--- src/particle_square_splat_macros.svh ---
// Assertion macros shared by the splat block.
`ifndef PARTICLE_SQUARE_SPLAT_MACROS_SVH
`define PARTICLE_SQUARE_SPLAT_MACROS_SVH

// same-cycle implication
`define PSS_ASSERT_IMP(name, clk, rst_n, ante, cons, msg) \
    name: assert property (@(posedge clk) disable iff (!(rst_n)) (ante) |-> (cons)) \
        else $error(msg);

// next-cycle implication
`define PSS_ASSERT_NXT(name, clk, rst_n, ante, cons, msg) \
    name: assert property (@(posedge clk) disable iff (!(rst_n)) (ante) |=> (cons)) \
        else $error(msg);

`endif

--- src/pss_pkg.sv ---
// Package: widths, word types, register codes and state types of the splat block.
`timescale 1ns / 1ps
package pss_pkg;

    localparam int MAX_DIM     = 4096;
    localparam int MAX_RADIUS  = 3;
    localparam int COORD_W     = $clog2(MAX_DIM);
    localparam int DIM_W       = COORD_W + 1;
    localparam int RAD_W       = 2;
    localparam int EXT_W       = 16;
    localparam int FRAC_W      = 16;
    localparam int POS_W       = 32;
    localparam int MAG_W       = 32;
    localparam int DEN_W       = EXT_W + FRAC_W;
    localparam int PROD_W      = COORD_W + MAG_W;
    localparam int PIX_W       = 24;
    localparam int COLOUR_W    = 24;
    localparam int BYTE_W      = 8;
    localparam int CFG_IDX_W   = 3;
    localparam int CFG_DATA_W  = 24;
    localparam int QUEUE_DEPTH = 2;

    typedef enum logic [CFG_IDX_W-1:0] {
        CFG_WIDTH  = 3'd0,
        CFG_HEIGHT = 3'd1,
        CFG_XEXT   = 3'd2,
        CFG_YEXT   = 3'd3,
        CFG_RADIUS = 3'd4,
        CFG_LIGHT  = 3'd5,
        CFG_MEDIUM = 3'd6,
        CFG_HEAVY  = 3'd7
    } t_cfg_idx;

    typedef enum logic [1:0] {
        PT_LIGHT   = 2'd0,
        PT_MEDIUM  = 2'd1,
        PT_HEAVY   = 2'd2,
        PT_UNKNOWN = 2'd3
    } t_ptype;

    typedef struct packed {
        logic signed [POS_W-1:0] pos_x;
        logic signed [POS_W-1:0] pos_y;
        t_ptype                  particle_type;
    } t_in_word;

    typedef struct packed {
        logic              write_valid;
        logic [PIX_W-1:0]  pixel_index;
        logic [BYTE_W-1:0] red;
        logic [BYTE_W-1:0] green;
        logic [BYTE_W-1:0] blue;
        logic              in_range;
        logic              last;
    } t_out_word;

    // saturated configuration as seen by front and back
    typedef struct packed {
        logic [DIM_W-1:0]    width;
        logic [DIM_W-1:0]    height;
        logic [EXT_W-1:0]    x_ext;
        logic [EXT_W-1:0]    y_ext;
        logic [RAD_W-1:0]    radius;
        logic [COLOUR_W-1:0] light;
        logic [COLOUR_W-1:0] med;
        logic [COLOUR_W-1:0] heavy;
    } t_cfg;

    typedef struct packed {
        logic                in_range;
        logic [COORD_W-1:0]  col;
        logic [COORD_W-1:0]  row;
        logic [COLOUR_W-1:0] colour;
    } t_job;

    typedef enum logic [1:0] {
        FS_IDLE,
        FS_MUL,
        FS_DIV,
        FS_PUSH
    } t_front_state;

    typedef enum logic [1:0] {
        BS_IDLE,
        BS_BASE,
        BS_EMIT
    } t_back_state;

endpackage

--- src/pss_div.sv ---
// Restoring divider, one quotient bit per cycle, for the coordinate mapping.
`timescale 1ns / 1ps
module pss_div (
    input  logic                         i_clk,
    input  logic                         i_rst_n,
    input  logic                         i_start,
    input  logic [pss_pkg::PROD_W-1:0]   i_num,
    input  logic [pss_pkg::DEN_W-1:0]    i_den,
    output logic                         o_done,
    output logic [pss_pkg::COORD_W-1:0]  o_quot
);
    import pss_pkg::*;

    localparam int CNT_W = $clog2(COORD_W);

    logic [DEN_W-1:0]   r_rem;
    logic [DEN_W-1:0]   r_den;
    logic [COORD_W-1:0] r_low;
    logic [CNT_W-1:0]   r_cnt;
    logic               r_busy;
    logic               r_done;

    logic [DEN_W:0] trial;
    logic [DEN_W:0] diff;
    logic           ge;

    // caller guarantees quotient < 2**COORD_W, so the top part starts below den
    assign trial = {r_rem, r_low[COORD_W-1]};
    assign diff  = trial - {1'b0, r_den};
    assign ge    = (trial >= {1'b0, r_den});

    always_ff @(posedge i_clk) begin
        if (!i_rst_n) begin
            r_busy <= 1'b0;
            r_done <= 1'b0;
            r_cnt  <= '0;
        end else begin
            r_done <= 1'b0;
            if (i_start) begin
                r_busy <= 1'b1;
                r_cnt  <= '0;
            end else if (r_busy) begin
                r_cnt <= r_cnt + 1'b1;
                if (r_cnt == CNT_W'(COORD_W - 1)) begin
                    r_busy <= 1'b0;
                    r_done <= 1'b1;
                end
            end
        end
    end

    always_ff @(posedge i_clk) begin
        if (i_start) begin
            r_rem <= i_num[PROD_W-1:COORD_W];
            r_low <= i_num[COORD_W-1:0];
            r_den <= i_den;
        end else if (r_busy) begin
            r_rem <= ge ? diff[DEN_W-1:0] : trial[DEN_W-1:0];
            r_low <= {r_low[COORD_W-2:0], ge};
        end
    end

    assign o_done = r_done;
    assign o_quot = r_low;

endmodule

--- src/pss_queue.sv ---
// Short job queue between the mapping front and the write back.
`timescale 1ns / 1ps
`include "particle_square_splat_macros.svh"
module pss_queue (
    input  logic          i_clk,
    input  logic          i_rst_n,
    input  logic          i_push,
    input  pss_pkg::t_job i_job,
    output logic          o_full,
    input  logic          i_pop,
    output logic          o_empty,
    output pss_pkg::t_job o_job
);
    import pss_pkg::*;

    localparam int PTR_W = (QUEUE_DEPTH > 1) ? $clog2(QUEUE_DEPTH) : 1;
    localparam int CNT_W = $clog2(QUEUE_DEPTH + 1);

    t_job             r_mem [QUEUE_DEPTH];
    logic [PTR_W-1:0] r_wp;
    logic [PTR_W-1:0] r_rp;
    logic [CNT_W-1:0] r_cnt;

    logic [PTR_W-1:0] n_wp;
    logic [PTR_W-1:0] n_rp;

    assign n_wp = (r_wp == PTR_W'(QUEUE_DEPTH - 1)) ? '0 : r_wp + 1'b1;
    assign n_rp = (r_rp == PTR_W'(QUEUE_DEPTH - 1)) ? '0 : r_rp + 1'b1;

    assign o_full  = (r_cnt == CNT_W'(QUEUE_DEPTH));
    assign o_empty = (r_cnt == '0);
    assign o_job   = r_mem[r_rp];

    always_ff @(posedge i_clk) begin
        if (!i_rst_n) begin
            r_wp  <= '0;
            r_rp  <= '0;
            r_cnt <= '0;
        end else begin
            if (i_push) begin
                r_wp <= n_wp;
            end
            if (i_pop) begin
                r_rp <= n_rp;
            end
            if (i_push && !i_pop) begin
                r_cnt <= r_cnt + 1'b1;
            end else if (i_pop && !i_push) begin
                r_cnt <= r_cnt - 1'b1;
            end
        end
    end

    always_ff @(posedge i_clk) begin
        if (i_push) begin
            r_mem[r_wp] <= i_job;
        end
    end

    `PSS_ASSERT_IMP(a_no_overflow, i_clk, i_rst_n, i_push, !o_full || i_pop, "push into full queue")
    `PSS_ASSERT_NXT(a_fill_count, i_clk, i_rst_n, i_push && !i_pop, r_cnt == $past(r_cnt) + 1'b1, "queue fill count did not advance")

endmodule

--- src/pss_front.sv ---
// Front: takes particles, maps both coordinates and classifies them into jobs.
`timescale 1ns / 1ps
`include "particle_square_splat_macros.svh"
module pss_front (
    input  logic              i_clk,
    input  logic              i_rst_n,
    input  pss_pkg::t_cfg     i_cfg,
    input  logic              i_in_valid,
    output logic              o_in_stall,
    input  pss_pkg::t_in_word i_in_word,
    output logic              o_push,
    output pss_pkg::t_job     o_job,
    input  logic              i_full
);
    import pss_pkg::*;

    t_front_state       r_state;
    t_front_state       n_state;
    t_in_word           r_word;
    logic               r_sel;
    logic               r_off;
    logic [COORD_W-1:0] r_col;
    logic [COORD_W-1:0] r_row;

    logic [POS_W-1:0]       raw;
    logic                   neg;
    logic [MAG_W-1:0]       mag;
    logic [DIM_W-1:0]       dim;
    logic [EXT_W-1:0]       ext;
    logic [DEN_W-1:0]       den;
    logic [DIM_W+MAG_W-1:0] prod_full;
    logic                   bad_now;
    logic                   div_start;
    logic                   div_done;
    logic [COORD_W-1:0]     div_quot;
    logic                   accept;
    logic [COLOUR_W-1:0]    colour;

    assign raw       = r_sel ? r_word.pos_y : r_word.pos_x;
    assign neg       = raw[POS_W-1];
    assign mag       = neg ? MAG_W'(~raw + 1'b1) : MAG_W'(raw);
    assign dim       = r_sel ? i_cfg.height : i_cfg.width;
    assign ext       = r_sel ? i_cfg.y_ext : i_cfg.x_ext;
    assign den       = {ext, {FRAC_W{1'b0}}};
    assign prod_full = dim * mag;
    // dim*mag >= dim*den exactly when mag >= den
    assign bad_now   = (dim == '0) || (ext == '0) || (mag >= den);

    pss_div u_div (
        .i_clk   (i_clk),
        .i_rst_n (i_rst_n),
        .i_start (div_start),
        .i_num   (prod_full[PROD_W-1:0]),
        .i_den   (den),
        .o_done  (div_done),
        .o_quot  (div_quot)
    );

    always_ff @(posedge i_clk) begin
        if (!i_rst_n) begin
            r_state <= FS_IDLE;
        end else begin
            r_state <= n_state;
        end
    end

    always_comb begin
        n_state    = r_state;
        o_in_stall = 1'b1;
        div_start  = 1'b0;
        o_push     = 1'b0;
        unique case (r_state)
            FS_IDLE: begin
                o_in_stall = 1'b0;
                if (i_in_valid) begin
                    n_state = FS_MUL;
                end
            end
            FS_MUL: begin
                if (bad_now) begin
                    n_state = FS_PUSH;
                end else begin
                    div_start = 1'b1;
                    n_state   = FS_DIV;
                end
            end
            FS_DIV: begin
                if (div_done) begin
                    if ((neg && div_quot != '0) || r_sel) begin
                        n_state = FS_PUSH;
                    end else begin
                        n_state = FS_MUL;
                    end
                end
            end
            FS_PUSH: begin
                if (!i_full) begin
                    o_push  = 1'b1;
                    n_state = FS_IDLE;
                end
            end
        endcase
    end

    assign accept = i_in_valid && !o_in_stall;

    always_ff @(posedge i_clk) begin
        if (accept) begin
            r_word <= i_in_word;
            r_sel  <= 1'b0;
            r_off  <= 1'b0;
        end else if (r_state == FS_MUL && bad_now) begin
            r_off <= 1'b1;
        end else if (r_state == FS_DIV && div_done) begin
            if (neg && div_quot != '0) begin
                r_off <= 1'b1;
            end
            if (!r_sel) begin
                r_col <= div_quot;
                r_sel <= 1'b1;
            end else begin
                r_row <= div_quot;
            end
        end
    end

    always_comb begin
        unique case (r_word.particle_type)
            PT_LIGHT:   colour = i_cfg.light;
            PT_MEDIUM:  colour = i_cfg.med;
            PT_HEAVY:   colour = i_cfg.heavy;
            PT_UNKNOWN: colour = '0;
        endcase
    end

    assign o_job = '{in_range: !r_off, col: r_col, row: r_row, colour: colour};

    `PSS_ASSERT_IMP(a_div_done_in_div, i_clk, i_rst_n, div_done, r_state == FS_DIV, "divider finished outside divide state")

endmodule

--- src/pss_back.sv ---
// Back: walks the clipped square of each job and emits pixel write words.
`timescale 1ns / 1ps
`include "particle_square_splat_macros.svh"
module pss_back (
    input  logic               i_clk,
    input  logic               i_rst_n,
    input  pss_pkg::t_cfg      i_cfg,
    input  logic               i_empty,
    input  pss_pkg::t_job      i_job,
    output logic               o_pop,
    output logic               o_out_valid,
    input  logic               i_out_stall,
    output pss_pkg::t_out_word o_out_word
);
    import pss_pkg::*;

    t_back_state         r_state;
    t_back_state         n_state;
    logic                r_inr;
    logic [COLOUR_W-1:0] r_colour;
    logic [COORD_W-1:0]  r_c0;
    logic [COORD_W-1:0]  r_c1;
    logic [COORD_W-1:0]  r_r0;
    logic [COORD_W-1:0]  r_r1;
    logic [COORD_W-1:0]  r_c;
    logic [COORD_W-1:0]  r_r;
    logic [PIX_W-1:0]    r_idx;
    logic [PIX_W-1:0]    r_row_start;
    logic                r_ov;
    t_out_word           r_out;

    logic [DIM_W-1:0]         col_hi;
    logic [DIM_W-1:0]         row_hi;
    logic [COORD_W-1:0]       c0;
    logic [COORD_W-1:0]       c1;
    logic [COORD_W-1:0]       r0;
    logic [COORD_W-1:0]       r1;
    logic [COORD_W+DIM_W-1:0] base_full;
    logic [PIX_W-1:0]         next_row;
    logic                     row_end;
    logic                     fin;
    logic                     out_free;
    logic                     emit;
    t_out_word                word;

    assign col_hi = DIM_W'(i_job.col) + DIM_W'(i_cfg.radius);
    assign row_hi = DIM_W'(i_job.row) + DIM_W'(i_cfg.radius);
    assign c0 = (i_job.col < COORD_W'(i_cfg.radius)) ? '0 : i_job.col - COORD_W'(i_cfg.radius);
    assign r0 = (i_job.row < COORD_W'(i_cfg.radius)) ? '0 : i_job.row - COORD_W'(i_cfg.radius);
    assign c1 = (col_hi >= i_cfg.width) ? COORD_W'(i_cfg.width - 1'b1) : COORD_W'(col_hi);
    assign r1 = (row_hi >= i_cfg.height) ? COORD_W'(i_cfg.height - 1'b1) : COORD_W'(row_hi);

    assign base_full = r_r0 * i_cfg.width;
    assign next_row  = r_row_start + PIX_W'(i_cfg.width);
    assign row_end   = (r_c == r_c1);
    assign fin       = row_end && (r_r == r_r1);
    assign out_free  = !r_ov || !i_out_stall;

    always_ff @(posedge i_clk) begin
        if (!i_rst_n) begin
            r_state <= BS_IDLE;
        end else begin
            r_state <= n_state;
        end
    end

    always_comb begin
        n_state = r_state;
        o_pop   = 1'b0;
        emit    = 1'b0;
        unique case (r_state)
            BS_IDLE: begin
                if (!i_empty) begin
                    o_pop   = 1'b1;
                    n_state = i_job.in_range ? BS_BASE : BS_EMIT;
                end
            end
            BS_BASE: begin
                n_state = BS_EMIT;
            end
            BS_EMIT: begin
                if (out_free) begin
                    emit = 1'b1;
                    if (!r_inr || fin) begin
                        n_state = BS_IDLE;
                    end
                end
            end
            default: begin
                n_state = BS_IDLE;
            end
        endcase
    end

    always_ff @(posedge i_clk) begin
        if (o_pop) begin
            r_inr    <= i_job.in_range;
            r_colour <= i_job.colour;
            r_c0     <= c0;
            r_c1     <= c1;
            r_r0     <= r0;
            r_r1     <= r1;
            r_c      <= c0;
            r_r      <= r0;
        end else if (r_state == BS_BASE) begin
            r_idx       <= PIX_W'(base_full) + PIX_W'(r_c0);
            r_row_start <= PIX_W'(base_full) + PIX_W'(r_c0);
        end else if (emit && r_inr) begin
            if (row_end) begin
                r_c         <= r_c0;
                r_r         <= r_r + 1'b1;
                r_row_start <= next_row;
                r_idx       <= next_row;
            end else begin
                r_c   <= r_c + 1'b1;
                r_idx <= r_idx + 1'b1;
            end
        end
    end

    always_comb begin
        word             = '0;
        word.last        = 1'b1;
        if (r_inr) begin
            word.write_valid = 1'b1;
            word.pixel_index = r_idx;
            word.red         = r_colour[3*BYTE_W-1:2*BYTE_W];
            word.green       = r_colour[2*BYTE_W-1:BYTE_W];
            word.blue        = r_colour[BYTE_W-1:0];
            word.in_range    = 1'b1;
            word.last        = fin;
        end
    end

    always_ff @(posedge i_clk) begin
        if (!i_rst_n) begin
            r_ov <= 1'b0;
        end else if (emit) begin
            r_ov <= 1'b1;
        end else if (!i_out_stall) begin
            r_ov <= 1'b0;
        end
    end

    always_ff @(posedge i_clk) begin
        if (emit) begin
            r_out <= word;
        end
    end

    assign o_out_valid = r_ov;
    assign o_out_word  = r_out;

    `PSS_ASSERT_IMP(a_walk_in_box, i_clk, i_rst_n, r_state == BS_EMIT && r_inr, r_r <= r_r1 && r_c <= r_c1 && r_c >= r_c0, "square walk left its box")
    `PSS_ASSERT_IMP(a_off_word, i_clk, i_rst_n, r_ov && !r_out.in_range, r_out.last && !r_out.write_valid, "off-image word not a lone marked non-write")

endmodule

--- src/particle_square_splat.sv ---
// Top level: configuration registers, mapping front, job queue and write back.
//
//  channel   direction  handshake                 word
//  in        input      i_in_valid / o_in_stall    t_in_word: pos_x, pos_y, particle_type
//  out       output     o_out_valid / i_out_stall  t_out_word: one pixel write or off-image mark
//  cfg       input      i_cfg_valid / o_cfg_ready  i_cfg_index, i_cfg_data
//
//  Front: one serial divider, shared by both coordinates, maps each particle; the front takes
//  no new particle until its job is pushed. Back: it pops a job, forms its base index, then
//  emits one write word per pixel of the clipped square (at most 7x7) or one off-image mark.
//  Reset is synchronous, active low; it empties the queue and loads the register defaults.
//  An output stall holds the back only; the front keeps mapping until the queue fills.
`timescale 1ns / 1ps
module particle_square_splat (
    input  logic                               i_clk,
    input  logic                               i_rst_n,
    input  logic                               i_in_valid,
    output logic                               o_in_stall,
    input  pss_pkg::t_in_word                  i_in_word,
    output logic                               o_out_valid,
    input  logic                               i_out_stall,
    output pss_pkg::t_out_word                 o_out_word,
    input  logic                               i_cfg_valid,
    output logic                               o_cfg_ready,
    input  logic [pss_pkg::CFG_IDX_W-1:0]      i_cfg_index,
    input  logic [pss_pkg::CFG_DATA_W-1:0]     i_cfg_data
);
    import pss_pkg::*;

    logic [DIM_W-1:0]    r_width;
    logic [DIM_W-1:0]    r_height;
    logic [EXT_W-1:0]    r_x_ext;
    logic [EXT_W-1:0]    r_y_ext;
    logic [RAD_W-1:0]    r_radius;
    logic [COLOUR_W-1:0] r_light;
    logic [COLOUR_W-1:0] r_medium;
    logic [COLOUR_W-1:0] r_heavy;

    t_cfg cfg;
    t_job push_job;
    t_job pop_job;
    logic push;
    logic pop;
    logic full;
    logic empty;

    assign o_cfg_ready = 1'b1;

    always_ff @(posedge i_clk) begin
        if (!i_rst_n) begin
            r_width  <= DIM_W'(1024);
            r_height <= DIM_W'(1024);
            r_x_ext  <= EXT_W'(1);
            r_y_ext  <= EXT_W'(1);
            r_radius <= RAD_W'(1);
            r_light  <= '0;
            r_medium <= '0;
            r_heavy  <= '0;
        end else if (i_cfg_valid && o_cfg_ready) begin
            unique case (t_cfg_idx'(i_cfg_index))
                CFG_WIDTH:  r_width  <= i_cfg_data[DIM_W-1:0];
                CFG_HEIGHT: r_height <= i_cfg_data[DIM_W-1:0];
                CFG_XEXT:   r_x_ext  <= i_cfg_data[EXT_W-1:0];
                CFG_YEXT:   r_y_ext  <= i_cfg_data[EXT_W-1:0];
                CFG_RADIUS: r_radius <= i_cfg_data[RAD_W-1:0];
                CFG_LIGHT:  r_light  <= i_cfg_data[COLOUR_W-1:0];
                CFG_MEDIUM: r_medium <= i_cfg_data[COLOUR_W-1:0];
                CFG_HEAVY:  r_heavy  <= i_cfg_data[COLOUR_W-1:0];
            endcase
        end
    end

    always_comb begin
        cfg        = '0;
        cfg.width  = (r_width > DIM_W'(MAX_DIM)) ? DIM_W'(MAX_DIM) : r_width;
        cfg.height = (r_height > DIM_W'(MAX_DIM)) ? DIM_W'(MAX_DIM) : r_height;
        cfg.x_ext  = r_x_ext;
        cfg.y_ext  = r_y_ext;
        cfg.radius = (r_radius > RAD_W'(MAX_RADIUS)) ? RAD_W'(MAX_RADIUS) : r_radius;
        cfg.light  = r_light;
        cfg.med    = r_medium;
        cfg.heavy  = r_heavy;
    end

    pss_front u_front (
        .i_clk      (i_clk),
        .i_rst_n    (i_rst_n),
        .i_cfg      (cfg),
        .i_in_valid (i_in_valid),
        .o_in_stall (o_in_stall),
        .i_in_word  (i_in_word),
        .o_push     (push),
        .o_job      (push_job),
        .i_full     (full)
    );

    pss_queue u_queue (
        .i_clk   (i_clk),
        .i_rst_n (i_rst_n),
        .i_push  (push),
        .i_job   (push_job),
        .o_full  (full),
        .i_pop   (pop),
        .o_empty (empty),
        .o_job   (pop_job)
    );

    pss_back u_back (
        .i_clk       (i_clk),
        .i_rst_n     (i_rst_n),
        .i_cfg       (cfg),
        .i_empty     (empty),
        .i_job       (pop_job),
        .o_pop       (pop),
        .o_out_valid (o_out_valid),
        .i_out_stall (i_out_stall),
        .o_out_word  (o_out_word)
    );

endmodule
--- config.mk ---
export PLATFORM = sky130hd
export DESIGN_NAME = particle_square_splat
export DESIGN_NICKNAME = d
export VERILOG_FILES = /design/src/pss_pkg.sv /design/src/pss_div.sv /design/src/pss_queue.sv /design/src/pss_front.sv /design/src/pss_back.sv /design/src/particle_square_splat.sv
export VERILOG_INCLUDE_DIRS = /design/src /design/src/src
export SDC_FILE = /design/constraint.sdc
export NUM_CORES = 2
export LEC_CHECK = 0
export ABC_AREA = 1
export BUFFER_PORTS_ARGS = -buffer_cell sky130_fd_sc_hd__buf_2
export CORE_MARGIN = 3
export CORE_UTILIZATION = 40
export CTS_CLUSTER_SIZE = 12
export DETAILED_ROUTE_END_ITERATION = 8
export GPL_TIMING_DRIVEN = 0
export PLACE_DENSITY = 0.55
export SETUP_SLACK_MARGIN = 0.2
export SYNTH_ARGS = -nofsm -noshare
export SYNTH_HDL_FRONTEND = slang
export SYNTH_HIERARCHICAL = 1
export SYNTH_SLANG_ARGS = --single-unit
--- constraint.sdc ---
create_clock -name i_clk -period 9.7 [get_ports i_clk]
set_clock_uncertainty 0.1 [all_clocks]
set_input_delay 0.97 -clock i_clk [delete_from_list [all_inputs] [get_ports i_clk]]
set_output_delay 0.97 -clock i_clk [all_outputs]
set_load 0.01 [all_outputs]
==> Word level (Yosys, flattened, before mapping) <==
Memory sizes are Yosys's and may differ from the RTL's. A register that Yosys moved wholly into a read port is not among the register bits.
Cells that the tools add are included.
{ "op_classes": {"n_addsub": 18, "n_mul": 2, "order_cmp": 9, "n_eq_ne": 27, "muxes": 69, "n_bitwise": 7, "reduce_logical": 55} }
{ "ops": {"columns": ["operator", "n"], "rows": [
  ["12-bit two-way mux", 14],
  ["32-bit two-way mux", 5],
  ["24-bit two-way mux", 6],
  ["24-bit case mux with 4 select lines", 1],
  ["51-bit two-way mux", 1],
  ["13-bit by 32-bit multiplier with 44-bit output", 1],
  ["13-bit two-way mux", 3],
  ["33-bit by 32-bit greater-or-equal comparator with 1-bit output", 1],
  ["32-bit by 1-bit adder with 32-bit output, second input constant", 1],
  ["32-bit greater-or-equal comparator", 1],
  ["32-bit NOT", 1],
  ["32-bit subtractor", 1],
  ["12-bit by 2-bit adder with 13-bit output", 2],
  ["13-bit greater-or-equal comparator", 2],
  ["13-bit > comparator, second input constant", 2],
  ["1-bit two-way mux", 25],
  ["12-bit by 1-bit adder with 12-bit output, second input constant", 2],
  ["24-bit by 1-bit adder with 24-bit output, second input constant", 1],
  ["24-bit by 12-bit adder with 24-bit output", 1],
  ["24-bit by 13-bit adder with 24-bit output", 1],
  ["12-bit == test", 2],
  ["12-bit by 2-bit < comparator with 1-bit output", 2],
  ["12-bit by 13-bit multiplier with 24-bit output", 1],
  ["2-bit AND reduction", 12],
  ["other kinds (33)", 98]
]} }
{ "totals": {"register_bits": 495, "ramBits": 98, "input_bits": 98, "output_inout_bits": 54, "elab_cells": 232, "memories": 1} }
{ "memory_table": {"columns": ["name", "words", "word_bits", "read_ports", "rd_clocked_by_memory_dff", "write_ports", "line_no", "text"], "rows": [
  ["u_queue.r_mem", 2, 49, 1, 1, 1, "pss_queue.sv:19", "t_job r_mem [QUEUE_DEPTH];"]
]} }

==> Depth between registers and ports, before layout <==
{ "depth": {"word_depth": 9, "ltp_mapped": 41} }

==> By module <==
Netlist, hierarchy kept.
{ "by_module_without_submodules": {"columns": ["mod", "n_inst", "cells_each", "area_per_inst_um2", "seq_area_each_um2"], "rows": [
  ["pss_front", 1, 2408, 18970.7, 2782.7],
  ["pss_back", 1, 2341, 18205.0, 5915.7],
  ["pss_div", 1, 897, 6277.3, 2402.3],
  ["particle_square_splat", 1, 647, 4903.5, 2642.5],
  ["pss_queue", 1, 187, 3808.7, 3042.9]
]} }

==> Worst setup path before layout <==
No wires, ideal clock.
{ "synth_path": {"path_kind": "register to register", "from": "reg u_front.r_sel", "to": "reg u_front.u_div.r_rem[31] (data pin)", "setup_ps": 252, "arrival_ps": 6503, "path_slack_ps": 2844, "stages_incl_launch_ff": 38, "n_path_buf": 2, "period_less_slack_ps": 6856, "path_cell_list": "dfxtp_1 buf_6 inv_4 nand2_1 nand2_1 clkbuf_1 ha_1 nand3_1 nor2_1 nand3_2 nor2_4 nand2_2 nor3_1 nand4_1 nand3_1 nand2_2 inv_2 nand2_1 [... 2 more ...] inv_1 fa_1 fa_1 inv_1 fa_1 inv_1 ha_1 nand2_1 nor2_1 inv_1 nor4_1 a21oi_1 o21ai_0 a21oi_1 nand2_1 nand2_1 nand2_1 nand2_1"} }
{ "synth_rtl": {"columns": ["item", "line_no", "text"], "rows": [
  ["start, declared", "pss_front.sv:20", "logic r_sel;"],
  ["start signal, assigned", "pss_front.sv:110", "r_sel <= 1'b0;"],
  ["start signal, assigned", "pss_front.sv:120", "r_sel <= 1'b1;"],
  ["32-bit two-way mux", "pss_front.sv:39", "assign raw = r_sel ? r_word.pos_y : r_word.pos_x;"],
  ["32-bit NOT", "pss_front.sv:41", "assign mag = neg ? MAG_W'(~raw + 1'b1) : MAG_W'(raw);"],
  ["32-bit by 1-bit adder with 32-bit output", "pss_front.sv:41", null],
  ["32-bit two-way mux", "pss_front.sv:41", null],
  ["13-bit by 32-bit multiplier with 44-bit output (*)", "pss_front.sv:45", "assign prod_full = dim * mag;"],
  ["via u_front.prod_full[43]", "pss_front.sv:31", "logic [DIM_W+MAG_W-1:0] prod_full;"],
  ["32-bit two-way mux (*)", "pss_div.sv:53", "if (i_start) begin"],
  ["end signal, assigned", "pss_div.sv:54", "r_rem <= i_num[PROD_W-1:COORD_W];"],
  ["end signal, assigned", "pss_div.sv:58", "r_rem <= ge ? diff[DEN_W-1:0] : trial[DEN_W-1:0];"],
  ["end, declared", "pss_div.sv:16", "logic [DEN_W-1:0] r_rem;"]
]} }
Mark *: on every way through the listed nets, which the timed path passes. The rest lies on a longest branch.
A chain may end at the register's enable or synchronous reset.

==> Worst setup path in the final report <==
Same ends and word-level chain as after synthesis.

==> flow_metrics.py <==
metrics = {
    "outcome": {
        "status": "finished, final reports clean",
    },
    "placed_design": {
        "placed_area_um2": 55480,
        "port_buffers": 149,
        "dp_hpwl_um": 129600,
        "gp_congestion": 0.9255,
        "pre_cts_ws_ns": 0.4568,
    },
    "worst_setup_path": {
        "r2r_slack_ns": 0.76,
        "rr_startpoint": "u_front/r_sel",
        "crit_path_frequent_cell": "nand2_1",
        "rr_worst_depth": 37,
        "cp.required_ns": 10.02,
        "critPathKind": "flop to flop",
        "crit_slowest_cell": "o21ai_0",
        "r2r-end": "u_front/u_div/r_rem[31]",
        "crit_path_end_kind": "flop",
        "crit_arrival_ns": 9.26,
        "cp_max_fo": 10,
        "critPathMaxStageDelay_ns": 0.56,
        "startpoint_type": "flop",
    },
    "die": {
        "core.rowCount": 131,
        "io-pin-count": 152,
        "core_area_um2": 128500,
        "die_h_um": 367.1,
        "initial_core_util": 0.4059,
        "die_area_um2": 134800,
        "die_w_um": 367.1,
    },
    "finish": {
        "nNetsFinal": 7543,
        "design_area_um2": 57850,
        "area_growth_pct": 10.90,
        "seqCellArea_um2": 16790,
        "multi_input_area_um2": 29850,
        "fillCellCount": 13070,
        "final_util": 0.4502,
        "drive_gt1_frac": 0.08327,
    },
    "timing": {
        "setup_violations": 0,
        "relSlewSlack": 0.1942,
        "setup_slack_ns": 0.7557,
        "slew_violations": 0,
        "worst_pin_slew_ns": 1.209,
        "hold_viol": 0,
        "rsz0062_at_grt": "no",
        "max_freq_ghz": 0.1118,
        "tns_ns": 0,
        "period_minus_slack_ns": 8.944,
        "min_period_over_period": 0.9221,
    },
    "global_route": {
        "grt.overflow.total": 0,
        "grt_pass1_wl_um": 248300,
        "grt_pass1_vias": 42890,
        "antenna_found_initial": 5,
        "track_usage": 0.2372,
        "grt_max_degree": 39,
    },
    "pwr": {
        "peakVddDrop_mv": 0.1998,
        "leakage_nw": 27.80,
        "power_density_nw_per_um2": 253.5,
    },
    "min_path": {
        "hold_start": "u_front/r_row[1]",
        "holdPathEnd": "u_queue/r_mem[0][25]",
        "hold_class": "flop to flop",
        "whs_path_depth": 0,
    },
    "synthesis": {
        "synth-seq-cells": 609,
        "synth_top_area_share": 0.2642,
        "syn_avg_cell_area_um2": 8.050,
        "yosys-top-cells-area": "edfxtp_1, fa_1, nand2_1",
        "async_reset_ff_frac": 0,
        "synth_top_area_cell": "edfxtp_1",
        "ys.flop_type": "edfxtp_1",
        "syn_inst": 6480,
        "syn-cell-area_um2": 52170,
        "yosys_warnings": 6,
        "ys_types": 66,
        "synth-edff-count": 459,
        "yosysSeqAreaShare": 0.3218,
    },
    "clock_tree": {
        "cts_tree": "built",
        "cts_max_level": 3,
        "cts_buffer_depth": 3,
        "root_buffer": "clkbuf_16",
        "worst_setup_hold_path_clk_slew_ns": 0.06,
        "cts_sinks": 609,
        "cts_buffers": 71,
        "cts_hold_buf": 0,
        "clock_latency_ns": 0.68,
    },
    "drt": {
        "drc": 0,
        "postRouteAntennaNets": 0,
        "viasPerCell": 5.014,
        "vias": 42700,
        "routed_wl_um": 159700,
        "drt_iter0_markers": 3298,
        "first_pass_iters": 6,
        "drt-wirelength-per-cell_um": 18.75,
    },
    "job": {
        "maxCapViolCount": 0,
    },
}
[final cells by class]
class	count	share of cell area
repair buffers	164	0.01765
well taps	1729	0.03740
diodes	2	0.00008651
flip-flops and latches	609	0.2902
inverters	1263	0.08208
plain buffers	177	0.01598
multi-input cells	4446	0.5159
clock inverters	29	0.006727
clock buffers	97	0.03398
[per-layer routing]
metal,share of wire,global-route usage,vias to the layer above
met5,0,0,-
met4,0.036,0.07919,0
met3,0.050,0.02865,230
met2,0.49,0.4120,1110
met1,0.43,0.3059,20760
li1,-,-,20600
[cell families (layout without fill, tap and decap cells)]
family                   count (synthesis)  in the layout  synth area share
AND/OR/NAND/NOR                       2934           2934            0.2353
buffers and inverters                 1440           1730            0.1087
adder cells (fa/ha/maj)                713            713            0.2365
flip-flops                             609            609            0.3218
AO/OA/AOI/OAI                          590            590           0.06186
XOR/XNOR                               143            143           0.02437
multiplexers                            49             49           0.01130
other                                    2             19         0.0001440
[worst max-delay path by stage]
stage	from	endpoint	slack (ns)	depth (start not counted)
2_1_floorplan	u_front/r_sel	u_front/u_div/r_rem[31]	2.84	37
3_3_place_gp	u_front/r_sel	u_front/u_div/r_rem[7]	-0.92	36
3_5_place_dp	r_width[4]	u_front/u_div/r_rem[31]	0.46	32
4_1_cts	r_width[4]	u_front/u_div/r_rem[31]	0.43	32
5_1_grt	u_front/r_sel	u_front/u_div/r_rem[31]	0.25	37
6_report	u_front/r_sel	u_front/u_div/r_rem[31]	0.76	37
[report_power, final]
part / leakage [nW] / switching (mW) / total (mW) / internal (mW)
clock: 1.14 / 1.17 / 2.72 / 1.55
sequential: 5.48 / 0.360 / 4.07 / 3.71
combinational: 21.2 / 5.28 / 7.88 / 2.61
total: 27.8 / 6.80 / 14.7 / 7.86
[flip-flops by register name, indices dropped and copies added, names as in the netlist, 13 cells and up, named ones only]
signal / flops
u_front/u_div/r_den: 32
u_back/r_colour: 24
u_back/o_out_word: 50
u_front/u_div/r_rem: 32
u_back/r_idx: 24
r_height: 13
r_width: 13
r_light: 24
u_queue/r_mem: 98
u_front/r_word: 66
r_medium: 24
r_x_ext: 16
u_back/r_row_start: 24
r_heavy: 24
r_y_ext: 16
[placed cells by master (no fill, tap or decap), types with 12 or more instances in the layout]
cell	n
a21oi_1	195
nand3_1	270
o21ai_2	13
a21oi_2	12
or2_2	18
a31oi_1	15
nor2_2	20
nand3b_1	43
mux2_2	39
dfxtp_1	150
inv_2	37
buf_2	172
nand4_1	57
inv_1	1215
clkbuf_1	119
clkinv_1	16
o21ai_1	30
nor2_4	15
fa_1	455
nand2_2	36
nor2_1	722
o21ai_0	259
buf_6	21
edfxtp_1	459
ha_1	258
o21a_1	13
nor3_1	39
xnor2_1	52
conb_1	17
nand2_1	1652
clkbuf_16	72
xor2_1	90
buf_4	16
nor4_1	14
[cell usage after synthesis (39+ instances only)]
master and instances:
a21oi_1 204, clkbuf_1 102, dfxtp_1 150, edfxtp_1 459
fa_1 455, ha_1 258, inv_1 1216, mux2_2 39
nand2_1 1653, nand3_1 270, nand3b_1 43, nand4_1 57
nor2_1 726, nor3_1 39, o21ai_0 261, xnor2_1 52
xor2_1 90
[worst max-delay path, delay by kind of cell, from the launching register on]
family / cells / cell delay (ns)
AND/OR/NAND/NOR: 19 / 2.98
AO/OA/AOI/OAI: 3 / 0.90
adder cells (fa/ha/maj): 7 / 3.25
flip-flops: 1 / 0.31
buffers and inverters: 8 / 1.13
[repair_timing]
| action | CTS | global route |
|---|---|---|
| setup endpoints to repair | 0 | 7 |
| gates resized for setup | 0 | 4 |
| buffers inserted | 0 | 0 |
[metrics by stage]
step           hold WS, ns  total power, mW  cells
3_5_place_dp        0.3313            12.02   8388
6_report            0.3303            14.66   8516
4_1_cts             0.3287            14.81   8514
3_3_place_gp        0.3263            11.97   8373
2_1_floorplan       0.3215            9.442   6495
5_1_grt             0.3393            15.93   8515
Note: power is estimated with default switching activity, not from simulation.
